$ cat config.mk
export PLATFORM = sky130hd
export DESIGN_NAME = round_robin_circular_list
export DESIGN_NICKNAME = d
export VERILOG_FILES = /design/src/rrcl_pkg.sv /design/src/rrcl_ram.sv /design/src/round_robin_circular_list.sv
export SDC_FILE = /design/constraint.sdc
export NUM_CORES = 1
export LEC_CHECK = 0
export BUFFER_PORTS_ARGS = -buffer_cell sky130_fd_sc_hd__clkbuf_2
export CAP_MARGIN = 10
export CORE_UTILIZATION = 40
export DETAILED_ROUTE_END_ITERATION = 8
export PLACE_DENSITY_LB_ADDON = 0.3
export SLEW_MARGIN = 40
export SYNTH_ARGS = -nofsm -noshare
export SYNTH_HDL_FRONTEND = slang
export SYNTH_HIERARCHICAL = 1
export SYNTH_SLANG_ARGS = --single-unit
$ cat constraint.sdc
create_clock -name clk_i -period 6.07 [get_ports clk_i]
set_input_delay 0.9105 -clock clk_i [delete_from_list [all_inputs] [get_ports clk_i]]
set_output_delay 0.9105 -clock clk_i [all_outputs]
set_load 0.05 [all_outputs]
$ cat src/rrcl_pkg.sv
// Shared constants for the round-robin circular list block.
`timescale 1ns / 1ps

package rrcl_pkg;

  // Default sizing
  localparam int unsigned CAPACITY_DEF  = 16;
  localparam int unsigned ITEM_BITS_DEF = 32;

  // Stream payload widths
  localparam int unsigned CMD_W      = 2;
  localparam int unsigned IN_VAL_W   = 32;
  localparam int unsigned OUT_VAL_W  = 32;
  localparam int unsigned STATUS_W   = 2;
  localparam int unsigned ENTRY_W    = 5;
  localparam int unsigned OUT_DATA_W = 40;

  // Command codes
  localparam logic [CMD_W-1:0] CMD_ADD  = 2'd0;
  localparam logic [CMD_W-1:0] CMD_NEXT = 2'd1;
  localparam logic [CMD_W-1:0] CMD_DEL  = 2'd2;

  // Status codes
  localparam logic [STATUS_W-1:0] STAT_OK   = 2'd0;
  localparam logic [STATUS_W-1:0] STAT_MISS = 2'd1;
  localparam logic [STATUS_W-1:0] STAT_FULL = 2'd2;

endpackage

$ cat src/rrcl_ram.sv
// Generic single write port, single read port RAM with registered read data.
`timescale 1ns / 1ps

module rrcl_ram #(
  parameter int unsigned WIDTH = rrcl_pkg::ITEM_BITS_DEF,
  parameter int unsigned DEPTH = rrcl_pkg::CAPACITY_DEF
) (
  input  logic                     clk_i,
  input  logic                     we_i,
  input  logic [$clog2(DEPTH)-1:0] waddr_i,
  input  logic [WIDTH-1:0]         wdata_i,
  input  logic [$clog2(DEPTH)-1:0] raddr_i,
  output logic [WIDTH-1:0]         rdata_o
);

  logic [WIDTH-1:0] mem_q [DEPTH];

  // write port
  always_ff @(posedge clk_i) begin
    if (we_i) begin
      mem_q[waddr_i] <= wdata_i;
    end
  end

  // registered read port
  always_ff @(posedge clk_i) begin
    rdata_o <= mem_q[raddr_i];
  end

endmodule

$ cat src/round_robin_circular_list.sv
// Top level of the round-robin circular list: sequencer, ring memories and output register.
`timescale 1ns / 1ps

// Round-robin circular list of up to CAPACITY values. Each input word carries a command in
// tuser (add, next, delete) and a value in tdata; each word yields exactly one result word.
// The ring lives in two single-port-read memories (values and links) driven by one small
// sequencer, so one command is in flight at a time and s_axis_tready is low meanwhile.
// Add steps through ST_ADD0 to ST_ADD3 (an add into an empty list ends after ST_ADD2), next
// through ST_NXT0 to ST_NXT2, and delete through ST_DEL0, ST_DEL1, ST_WALK (the walk reads
// one link per cycle until a match or a full lap) and ST_FREE on a match; a command that finds
// the list full or empty, or an unused code, goes straight to ST_OUT. Loading the result word
// waits while the previous result word is still held by the receiver. The block is
// ready again in the cycle after the result is loaded; a waiting result word does not block
// the next command.
// Freed slots go on a free list threaded through the link memory, so no clearing pass is
// needed after reset.
module round_robin_circular_list #(
  parameter int unsigned CAPACITY  = rrcl_pkg::CAPACITY_DEF,
  parameter int unsigned ITEM_BITS = rrcl_pkg::ITEM_BITS_DEF
) (
  input  logic                              clk_i,
  input  logic                              rst_ni,
  // slave side
  input  logic                              s_axis_tvalid,
  output logic                              s_axis_tready,
  input  logic [rrcl_pkg::IN_VAL_W-1:0]     s_axis_tdata,   // [31:0] item_value
  input  logic [rrcl_pkg::CMD_W-1:0]        s_axis_tuser,   // [1:0] command
  // master side
  output logic                              m_axis_tvalid,
  input  logic                              m_axis_tready,
  output logic [rrcl_pkg::OUT_DATA_W-1:0]   m_axis_tdata    // [31:0] out_value,
                                                            // [33:32] status,
                                                            // [38:34] entry_count,
                                                            // [39] is_empty, rest zero
);

  localparam int unsigned SLOT_W = $clog2(CAPACITY);
  localparam int unsigned CNT_W  = $clog2(CAPACITY + 1);
  localparam int unsigned ST_W   = 4;

  localparam logic [CNT_W-1:0] CAP_CNT = CNT_W'(CAPACITY);

  // sequencer states
  localparam logic [ST_W-1:0] ST_IDLE = 4'd0;
  localparam logic [ST_W-1:0] ST_ADD0 = 4'd1;
  localparam logic [ST_W-1:0] ST_ADD1 = 4'd2;
  localparam logic [ST_W-1:0] ST_ADD2 = 4'd3;
  localparam logic [ST_W-1:0] ST_ADD3 = 4'd4;
  localparam logic [ST_W-1:0] ST_NXT0 = 4'd5;
  localparam logic [ST_W-1:0] ST_NXT1 = 4'd6;
  localparam logic [ST_W-1:0] ST_NXT2 = 4'd7;
  localparam logic [ST_W-1:0] ST_DEL0 = 4'd8;
  localparam logic [ST_W-1:0] ST_DEL1 = 4'd9;
  localparam logic [ST_W-1:0] ST_WALK = 4'd10;
  localparam logic [ST_W-1:0] ST_FREE = 4'd11;
  localparam logic [ST_W-1:0] ST_OUT  = 4'd12;

  // control state
  logic [ST_W-1:0]   state_q, state_d;
  logic [CNT_W-1:0]  count_q, count_d;
  logic [CNT_W-1:0]  fresh_q, fresh_d;      // slots ever handed out
  logic [SLOT_W-1:0] free_head_q, free_head_d;
  logic [SLOT_W-1:0] cursor_q, cursor_d;
  logic [CNT_W-1:0]  walk_q, walk_d;
  logic              m_valid_q, m_valid_d;

  // payload state
  logic [ITEM_BITS-1:0]            val_q, val_d;
  logic [ITEM_BITS-1:0]            vc_q, vc_d;
  logic [SLOT_W-1:0]               new_slot_q, new_slot_d;
  logic                            pop_q, pop_d;
  logic [SLOT_W-1:0]               prev_q, prev_d;
  logic [SLOT_W-1:0]               cur_q, cur_d;
  logic [rrcl_pkg::OUT_VAL_W-1:0]  res_val_q, res_val_d;
  logic [rrcl_pkg::STATUS_W-1:0]   res_st_q, res_st_d;
  logic [rrcl_pkg::OUT_DATA_W-1:0] m_data_q, m_data_d;

  // memory ports
  logic                 vr_we, lr_we;
  logic [SLOT_W-1:0]    vr_waddr, vr_raddr, lr_waddr, lr_raddr;
  logic [ITEM_BITS-1:0] vr_wdata, vr_rdata;
  logic [SLOT_W-1:0]    lr_wdata, lr_rdata;

  // width adapters
  logic [ITEM_BITS+rrcl_pkg::IN_VAL_W-1:0]  in_ext;
  logic [ITEM_BITS+rrcl_pkg::OUT_VAL_W-1:0] out_ext;
  logic [CNT_W+rrcl_pkg::ENTRY_W-1:0]       cnt_ext;
  logic                                     s_fire;

  assign in_ext  = {{ITEM_BITS{1'b0}}, s_axis_tdata};
  assign out_ext = {{rrcl_pkg::OUT_VAL_W{1'b0}}, vr_rdata};
  assign cnt_ext = {{rrcl_pkg::ENTRY_W{1'b0}}, count_q};

  assign s_axis_tready = (state_q == ST_IDLE);
  assign s_fire        = s_axis_tvalid && s_axis_tready;
  assign m_axis_tvalid = m_valid_q;
  assign m_axis_tdata  = m_data_q;

  rrcl_ram #(
    .WIDTH (ITEM_BITS),
    .DEPTH (CAPACITY)
  ) u_value_ram (
    .clk_i   (clk_i),
    .we_i    (vr_we),
    .waddr_i (vr_waddr),
    .wdata_i (vr_wdata),
    .raddr_i (vr_raddr),
    .rdata_o (vr_rdata)
  );

  rrcl_ram #(
    .WIDTH (SLOT_W),
    .DEPTH (CAPACITY)
  ) u_link_ram (
    .clk_i   (clk_i),
    .we_i    (lr_we),
    .waddr_i (lr_waddr),
    .wdata_i (lr_wdata),
    .raddr_i (lr_raddr),
    .rdata_o (lr_rdata)
  );

  // sequencer
  always_comb begin
    state_d     = state_q;
    count_d     = count_q;
    fresh_d     = fresh_q;
    free_head_d = free_head_q;
    cursor_d    = cursor_q;
    walk_d      = walk_q;
    m_valid_d   = m_valid_q;
    val_d       = val_q;
    vc_d        = vc_q;
    new_slot_d  = new_slot_q;
    pop_d       = pop_q;
    prev_d      = prev_q;
    cur_d       = cur_q;
    res_val_d   = res_val_q;
    res_st_d    = res_st_q;
    m_data_d    = m_data_q;

    vr_we    = 1'b0;
    vr_waddr = cursor_q;
    vr_wdata = val_q;
    vr_raddr = cursor_q;
    lr_we    = 1'b0;
    lr_waddr = cursor_q;
    lr_wdata = new_slot_q;
    lr_raddr = cursor_q;

    // result word drains independently
    if (m_valid_q && m_axis_tready) begin
      m_valid_d = 1'b0;
    end

    unique case (state_q)
      ST_IDLE: begin
        if (s_fire) begin
          val_d     = in_ext[ITEM_BITS-1:0];
          res_val_d = '0;
          res_st_d  = rrcl_pkg::STAT_OK;
          unique case (s_axis_tuser)
            rrcl_pkg::CMD_ADD: begin
              if (count_q == CAP_CNT) begin
                res_st_d = rrcl_pkg::STAT_FULL;
                state_d  = ST_OUT;
              end else begin
                state_d = ST_ADD0;
              end
            end
            rrcl_pkg::CMD_NEXT: begin
              if (count_q == '0) begin
                res_st_d = rrcl_pkg::STAT_MISS;
                state_d  = ST_OUT;
              end else begin
                state_d = ST_NXT0;
              end
            end
            rrcl_pkg::CMD_DEL: begin
              if (count_q == '0) begin
                res_st_d = rrcl_pkg::STAT_MISS;
                state_d  = ST_OUT;
              end else begin
                state_d = ST_DEL0;
              end
            end
            default: begin
              state_d = ST_OUT;
            end
          endcase
        end
      end

      // pick a slot: reuse the free list head, else a never-used slot
      ST_ADD0: begin
        pop_d      = (fresh_q != count_q);
        new_slot_d = (fresh_q != count_q) ? free_head_q : fresh_q[SLOT_W-1:0];
        lr_raddr   = new_slot_d;
        vr_raddr   = cursor_q;
        state_d    = ST_ADD1;
      end

      // unlink the slot from the free list, park the new value
      ST_ADD1: begin
        if (pop_q) begin
          free_head_d = lr_rdata;
        end else begin
          fresh_d = fresh_q + 1'b1;
        end
        vc_d     = vr_rdata;
        lr_raddr = cursor_q;
        vr_we    = 1'b1;
        vr_waddr = (count_q == '0) ? new_slot_q : cursor_q;
        vr_wdata = val_q;
        state_d  = ST_ADD2;
      end

      // old cursor entry moves into the new slot
      ST_ADD2: begin
        lr_we    = 1'b1;
        lr_waddr = new_slot_q;
        if (count_q == '0) begin
          lr_wdata = new_slot_q;
          cursor_d = new_slot_q;
          count_d  = count_q + 1'b1;
          state_d  = ST_OUT;
        end else begin
          lr_wdata = lr_rdata;
          vr_we    = 1'b1;
          vr_waddr = new_slot_q;
          vr_wdata = vc_q;
          state_d  = ST_ADD3;
        end
      end

      ST_ADD3: begin
        lr_we    = 1'b1;
        lr_waddr = cursor_q;
        lr_wdata = new_slot_q;
        cursor_d = new_slot_q;
        count_d  = count_q + 1'b1;
        state_d  = ST_OUT;
      end

      // next: follow the cursor link, then fetch the value
      ST_NXT0: begin
        lr_raddr = cursor_q;
        state_d  = ST_NXT1;
      end

      ST_NXT1: begin
        vr_raddr = lr_rdata;
        cursor_d = lr_rdata;
        state_d  = ST_NXT2;
      end

      ST_NXT2: begin
        res_val_d = out_ext[rrcl_pkg::OUT_VAL_W-1:0];
        state_d   = ST_OUT;
      end

      // delete: start the walk at the entry after the cursor
      ST_DEL0: begin
        lr_raddr = cursor_q;
        prev_d   = cursor_q;
        walk_d   = '0;
        state_d  = ST_DEL1;
      end

      ST_DEL1: begin
        cur_d    = lr_rdata;
        vr_raddr = lr_rdata;
        lr_raddr = lr_rdata;
        state_d  = ST_WALK;
      end

      // one entry per cycle; the fetched link addresses the next read
      ST_WALK: begin
        if (vr_rdata == val_q) begin
          lr_we    = 1'b1;
          lr_waddr = prev_q;
          lr_wdata = lr_rdata;
          if (cursor_q == cur_q) begin
            cursor_d = prev_q;
          end
          state_d = ST_FREE;
        end else if (walk_q + 1'b1 == count_q) begin
          res_st_d = rrcl_pkg::STAT_MISS;
          state_d  = ST_OUT;
        end else begin
          prev_d   = cur_q;
          cur_d    = lr_rdata;
          vr_raddr = lr_rdata;
          lr_raddr = lr_rdata;
          walk_d   = walk_q + 1'b1;
        end
      end

      // push the freed slot onto the free list
      ST_FREE: begin
        lr_we       = 1'b1;
        lr_waddr    = cur_q;
        lr_wdata    = free_head_q;
        free_head_d = cur_q;
        count_d     = count_q - 1'b1;
        state_d     = ST_OUT;
      end

      // load the result word once the output register is free
      ST_OUT: begin
        if (!m_valid_q || m_axis_tready) begin
          m_valid_d = 1'b1;
          m_data_d  = {(count_q == '0), cnt_ext[rrcl_pkg::ENTRY_W-1:0], res_st_q, res_val_q};
          state_d   = ST_IDLE;
        end
      end

      default: begin
        state_d = ST_IDLE;
      end
    endcase
  end

  // control registers
  always_ff @(posedge clk_i or negedge rst_ni) begin
    if (!rst_ni) begin
      state_q     <= ST_IDLE;
      count_q     <= '0;
      fresh_q     <= '0;
      free_head_q <= '0;
      cursor_q    <= '0;
      walk_q      <= '0;
      m_valid_q   <= 1'b0;
    end else begin
      state_q     <= state_d;
      count_q     <= count_d;
      fresh_q     <= fresh_d;
      free_head_q <= free_head_d;
      cursor_q    <= cursor_d;
      walk_q      <= walk_d;
      m_valid_q   <= m_valid_d;
    end
  end

  // payload registers
  always_ff @(posedge clk_i) begin
    val_q      <= val_d;
    vc_q       <= vc_d;
    new_slot_q <= new_slot_d;
    pop_q      <= pop_d;
    prev_q     <= prev_d;
    cur_q      <= cur_d;
    res_val_q  <= res_val_d;
    res_st_q   <= res_st_d;
    m_data_q   <= m_data_d;
  end

  // checks
  a_count_le_cap: assert property (@(posedge clk_i) disable iff (!rst_ni)
    count_q <= CAP_CNT)
    else $error("entry count above capacity");

  a_fresh_covers_count: assert property (@(posedge clk_i) disable iff (!rst_ni)
    count_q <= fresh_q)
    else $error("more entries than slots handed out");

  a_busy_after_accept: assert property (@(posedge clk_i) disable iff (!rst_ni)
    s_fire |=> !s_axis_tready)
    else $error("new word taken while a command is in flight");

  a_walk_bounded: assert property (@(posedge clk_i) disable iff (!rst_ni)
    (state_q == ST_WALK) |-> (walk_q < count_q))
    else $error("delete walk ran past the ring");

endmodule

=== Word level (Yosys, flattened, before mapping) ===
Memories as Yosys holds them, arrays and structs flattened. A register that Yosys moved wholly into a read port is not among the register bits.
Cells that the tools add are included.

* Bits in registers: 179
* Bits in latches: 0
* Memory bits (writable): 576
* Bits in read-only memories: 0
* Input bits: 38
* Output and inout bits: 42
* Memories: 2

* Add/sub/neg operators: 4
* Multiply operators: 0
* Divide/modulo/power cells: 0
* $lt $le $gt $ge: 0
* Equal/unequal tests: 29
* Shift-type cells: 0
* Mux-type cells: 61
* Bitwise operators: 1
* Reductions and logical operators: 29

{| class="wikitable"
|+ Memory list
! name !! depth !! bits a word !! rd ports !! clocked after Yosys merged registers in !! write ports !! RTL line !! source
|-
| u_value_ram.mem_q || 16 || 32 || 1 || 1 || 1 || rrcl_ram.sv:16 || <nowiki>logic [WIDTH-1:0] mem_q [DEPTH];</nowiki>
|-
| u_link_ram.mem_q || 16 || 4 || 1 || 1 || 1 || rrcl_ram.sv:16 ||
|}

{| class="wikitable"
|+ Operator list
! kind !! count
|-
| two-way mux 32 bit || 3
|-
| two-way mux 4 bit || 22
|-
| case mux 32 bit (2 select lines) || 1
|-
| case mux 4 bit (3 select lines) || 4
|-
| case mux 4 bit (11 select lines) || 1
|-
| case mux 4 bit (2 select lines) || 5
|-
| == test 32 bit || 1
|-
| == test 4 bit (second input constant) || 5
|-
| == test 4 x 3 -> 1 bit (second input constant) || 4
|-
| != test 2 bit (second input constant) || 8
|-
| case mux 4 bit (4 select lines) || 1
|-
| adder 5 x 1 -> 5 bit (second input constant) || 3
|-
| two-way mux 5 bit || 3
|-
| case mux 5 bit (3 select lines) || 1
|-
| AND reduction 2 bit || 6
|-
| AND reduction 3 bit || 4
|-
| two-way mux 1 bit || 10
|-
| case mux 5 bit (2 select lines) || 1
|-
| nonzero test 2 bit || 5
|-
| == test 4 x 2 -> 1 bit (second input constant) || 2
|-
| two-way mux 2 bit || 4
|-
| case mux 2 bit (2 select lines) || 2
|-
| OR reduction 3 bit || 2
|-
| == test 5 bit || 1
|-
| other kinds (22) || 25
|}

=== Longest topological paths before layout ===
* Depth after elaboration: 5
* Mapped depth: 14

=== By module ===
The synthesis kept the hierarchy.

{| class="wikitable"
|+ By module, submodules not included
! module !! times used !! cells each !! area each (sq um) !! seq. area each (sq um)
|-
| rrcl_ram at u_value_ram || 1 || 838 || 19,835.3 || 16,015.4
|-
| round_robin_circular_list || 1 || 626 || 8,384.3 || 5,235.0
|-
| rrcl_ram at u_link_ram || 1 || 130 || 2,666.3 || 2,001.9
|}

=== Worst setup path before layout ===
OpenSTA, ideal clock, no wires.

* Path type: reg2reg
* Start point: register count_q[1]
* End point: memory u_value_ram/mem_q[0][0] (netlist name) (enable)
* Library setup time: 0.461 ns
* Arrival: 4.502 ns
* Path slack: 1.107 ns
* Stages on the path, launching flop included: 12
* Path buffers: 2
* Path through: dfrtp_1 nor4_2 nand2b_1 buf_2 inv_2 xnor2_1 or3_1 clkbuf_1 nand2_1 o21ai_1 or3b_2 nor3_1

* Elaborated cells on any way between the ends: 8

{| class="wikitable"
|+ RTL lines
! what !! RTL line !! source
|-
| from (decl) || round_robin_circular_list.sv:60 || <nowiki>logic [CNT_W-1:0] count_q, count_d;</nowiki>
|-
| from (signal assigned) || round_robin_circular_list.sv:336 || <nowiki>count_q <= count_d;</nowiki>
|-
| logical NOT 5 bit * || round_robin_circular_list.sv:213, round_robin_circular_list.sv:222 ||
|-
| two-way mux 4 bit || round_robin_circular_list.sv:222 || <nowiki>if (count_q == '0) begin</nowiki>
|-
| case mux 4 bit (2 select lines) * || round_robin_circular_list.sv:156 || <nowiki>unique case (state_q)</nowiki>
|-
| via vr_waddr[2] || round_robin_circular_list.sv:80 || <nowiki>logic [SLOT_W-1:0] vr_waddr, vr_raddr, lr_waddr, lr_raddr;</nowiki>
|-
| to (decl) || rrcl_ram.sv:16 ||
|}

Mark *: on every way through the listed nets, which the timed path passes. The rest lies on a longest branch.

=== Final worst setup path ===
* Start point: register val_q[15]
* End point: register u_value_ram.rdata_o[9] (read register of u_value_ram.mem_q)

* Longest elaborated chain between the ends: 3

{| class="wikitable"
|+ RTL lines
! what !! RTL line !! source
|-
| from (decl) || round_robin_circular_list.sv:68 || <nowiki>logic [ITEM_BITS-1:0] val_q, val_d;</nowiki>
|-
| from (signal assigned) || round_robin_circular_list.sv:347 || <nowiki>val_q <= val_d;</nowiki>
|-
| == test 32 bit || round_robin_circular_list.sv:279 || <nowiki>if (vr_rdata == val_q) begin</nowiki>
|-
| two-way mux 4 bit || round_robin_circular_list.sv:279 ||
|-
| case mux 4 bit (2 select lines) || round_robin_circular_list.sv:156 ||
|-
| via vr_raddr[0] || round_robin_circular_list.sv:80 ||
|-
| to (decl) || rrcl_ram.sv:13 || <nowiki>output logic [WIDTH-1:0] rdata_o</nowiki>
|}

The timed path passes the listed nets, and every way through them passes these cells.
A chain may end at the register's enable or synchronous reset.

==> reports/qor.csv <==
metric,value,unit
shortest period the worst path allows,4530,ps
DRT Pass-1 Iters,7,
Synthesized Nets,1642,
Placed Area,0.0328,mm²
Crit Path Class,reg2reg,
Cell Pwr Density,517,mW/mm²
IO Pins,80,
initial DRC count,1750,
Mapped Cells,1594,
post-CTS sizing,0,
clk_skew,24.6,ps
post-route ant nets,0,
die width,280,µm
first-pass GRT wire length,107000,µm
row cnt,101,
Placed Cells,2675,
IO buf count,79,
via count,15800,
most frequent cell after synthesis,edfxtp_1,
CTS root buf,clkbuf_16,
RSZ-0062 raised after global routing,false,
Synth top area share,0.707,
synth-to-layout area growth,14.8,%
H-tree depth,3,
Place WS,1490,ps
CTS Hold Buffers Added,0,
dominant synthesized flop cell,edfxtp_1,
Routed WL,73100,µm
clk sink count,791,
Worst Hold Class,in2async,
crit start category,register,
status,"complete, no violations",
Leak,11.8,nW
final worst-path setup slack,1540,ps
final worst-path cycle share,0.747,
vias per cell,5.58,
worst hold slack,332,ps
crit-path max FO,44,
Crit. End Element,register,
# nets final,1778,
pin count of the biggest net entering global routing,45,
Non-Filler Instances,2827,
VDD IR max,0.328,mV
number of max-cap violations,0,
Clock transition at path regs,60,ps
post-DP HPWL,41900,µm
Layout Utilization,0.465,
RePlAce Congestion,0.858,
design area,0.0355,mm²
fraction of the yosys area taken by sequential cells,0.753,
Post-CTS Setup Inserts,0,
Worst EP arrival,5030,ps
number of global-route vias before repair,15800,
die area,0.0783,mm²
Ant. Diodes,0,
synth warn,6,
Required @ worst endpoint,6570,ps
DR WL/cell,25.9,µm
"FF+latch count, synth",791,
final hold viol count,0,
synth cell count leaders,"edfxtp_1, mux4_2, nand2_1",
setup TNS,0,ps
Residual DRC,0,
Total GRT Usage,0.189,
Total Power,18.3,mW
"area leader, netlist",edfxtp_1,
Post-synth EDFFs,727,
Synth area leaders,"edfxtp_1, mux4_2, dfxtp_1, dfrtp_1, a22oi_1",
Die Y-Extent,280,µm
Slew HR,0.471,
Mapped Area,0.0309,mm²
Max clock buf depth,3,
worst-margin pin slew,793,ps
Max Freq,221,MHz
Syn Area/Cell,19.4,µm²
setup violators final,0,
Initial Utilization,0.405,
worst skew pair latency,630,ps
share of layout cells above drive strength 1,0.260,
antenna violations before repair,0,
"Distinct cells, synth",75,
share of flip-flops with an asynchronous set or reset,0.0354,
gr ovfl total,0,
TritonCTS clock tree,done,
Core ar.,0.0762,mm²
Num CTS Buffers,82,
"Slew Viols, Final",0,
==> flip-flops by register name, indices dropped and copies added, names as in the netlist <==
register,count
u_value_ram/mem_q,512
res_val_q,32
u_link_ram/mem_q,64
state_q,4
val_q,32
cursor_q,4
u_value_ram/rdata_o,32
m_axis_tvalid,1
res_st_q,2
u_link_ram/rdata_o,4
m_axis_tdata,40
count_q,5
pop_q,1
cur_q,4
walk_q,5
new_slot_q,4
prev_q,4
fresh_q,5
free_head_q,4
vc_q,32
==> layer usage <==
metal  wire (µm)  track usage  vias to the layer above
met5           0            0                        -
met2       34400        0.296                      662
met3        5340       0.0328                      104
met4        1280       0.0446                        0
li1            -            -                     6713
met1       32000        0.275                     8300
==> area by class of cell <==
cell class              instances  area (µm²)
inverters                      25        96.3
repair buffers                126         838
well taps                    1030        1290
flip-flops and latches        791       23300
clock inverters                44         415
clock buffers                 107        2220
multi-input cells             704        7340
fillers                      6347       40800
==> cells by family (layout without fill, tap and decap cells) <==
logic type      after synthesis  count (layout)  synth area share
simple gates                258             258            0.0429
flops                       791             791             0.753
mux                         195             195             0.125
xor+xnor                     57              57            0.0164
buf+inv                      99             302            0.0156
compound gates              184             184            0.0431
fa+ha+maj                    10              10           0.00429
==> where the power goes <==
part / switching, mW / total (mW) / internal (mW)
sequential: 0.501 / 7.39 / 6.89
clock: 2.07 / 4.91 / 2.84
combinational: 3.52 / 6.05 / 2.53
==> final timing paths <==
path,start,end,slack (ps),depth (start not counted)
max,val_q[15],u_value_ram/rdata_o[9],1540,11
min,rst_ni,fresh_q[2],330,1
max reg2reg,val_q[15],u_value_ram/rdata_o[9],1540,11
min reg2reg,res_val_q[30],m_axis_tdata[30],410,0
max in group asynchronous,rst_ni,cursor_q[3],5270,1
min in group clk_i,res_val_q[30],m_axis_tdata[30],410,0
==> worst max-delay path: stages (launching register included) <==
cell and delay (ps):
edfxtp_1 430, xor2_1 200, nor4_1 660, nand4_2 390
o21bai_4 200, buf_4 270, o21ai_1 210, mux2_8 710
buf_4 430, mux4_2 560, a22oi_1 240, nand2_1 70
==> layout by cell type, fill, tap and decap left out, types with 23 or more instances in the layout <==
| cell type | synthesis | routed |
|---|---|---|
| dfrtp_1 | 28 | 28 |
| clkbuf_16 | 0 | 83 |
| nor2_1 | 48 | 33 |
| inv_1 | 24 | 23 |
| and2_1 | 36 | 35 |
| clkbuf_2 | 0 | 78 |
| edfxtp_1 | 727 | 727 |
| a22oi_1 | 74 | 74 |
| buf_4 | 12 | 41 |
| nand2_1 | 88 | 87 |
| dfxtp_1 | 36 | 36 |
| mux4_2 | 130 | 130 |
| mux2_2 | 39 | 37 |
| xor2_1 | 42 | 42 |
| o21ai_0 | 26 | 25 |
(Power assumes the default switching activity.)
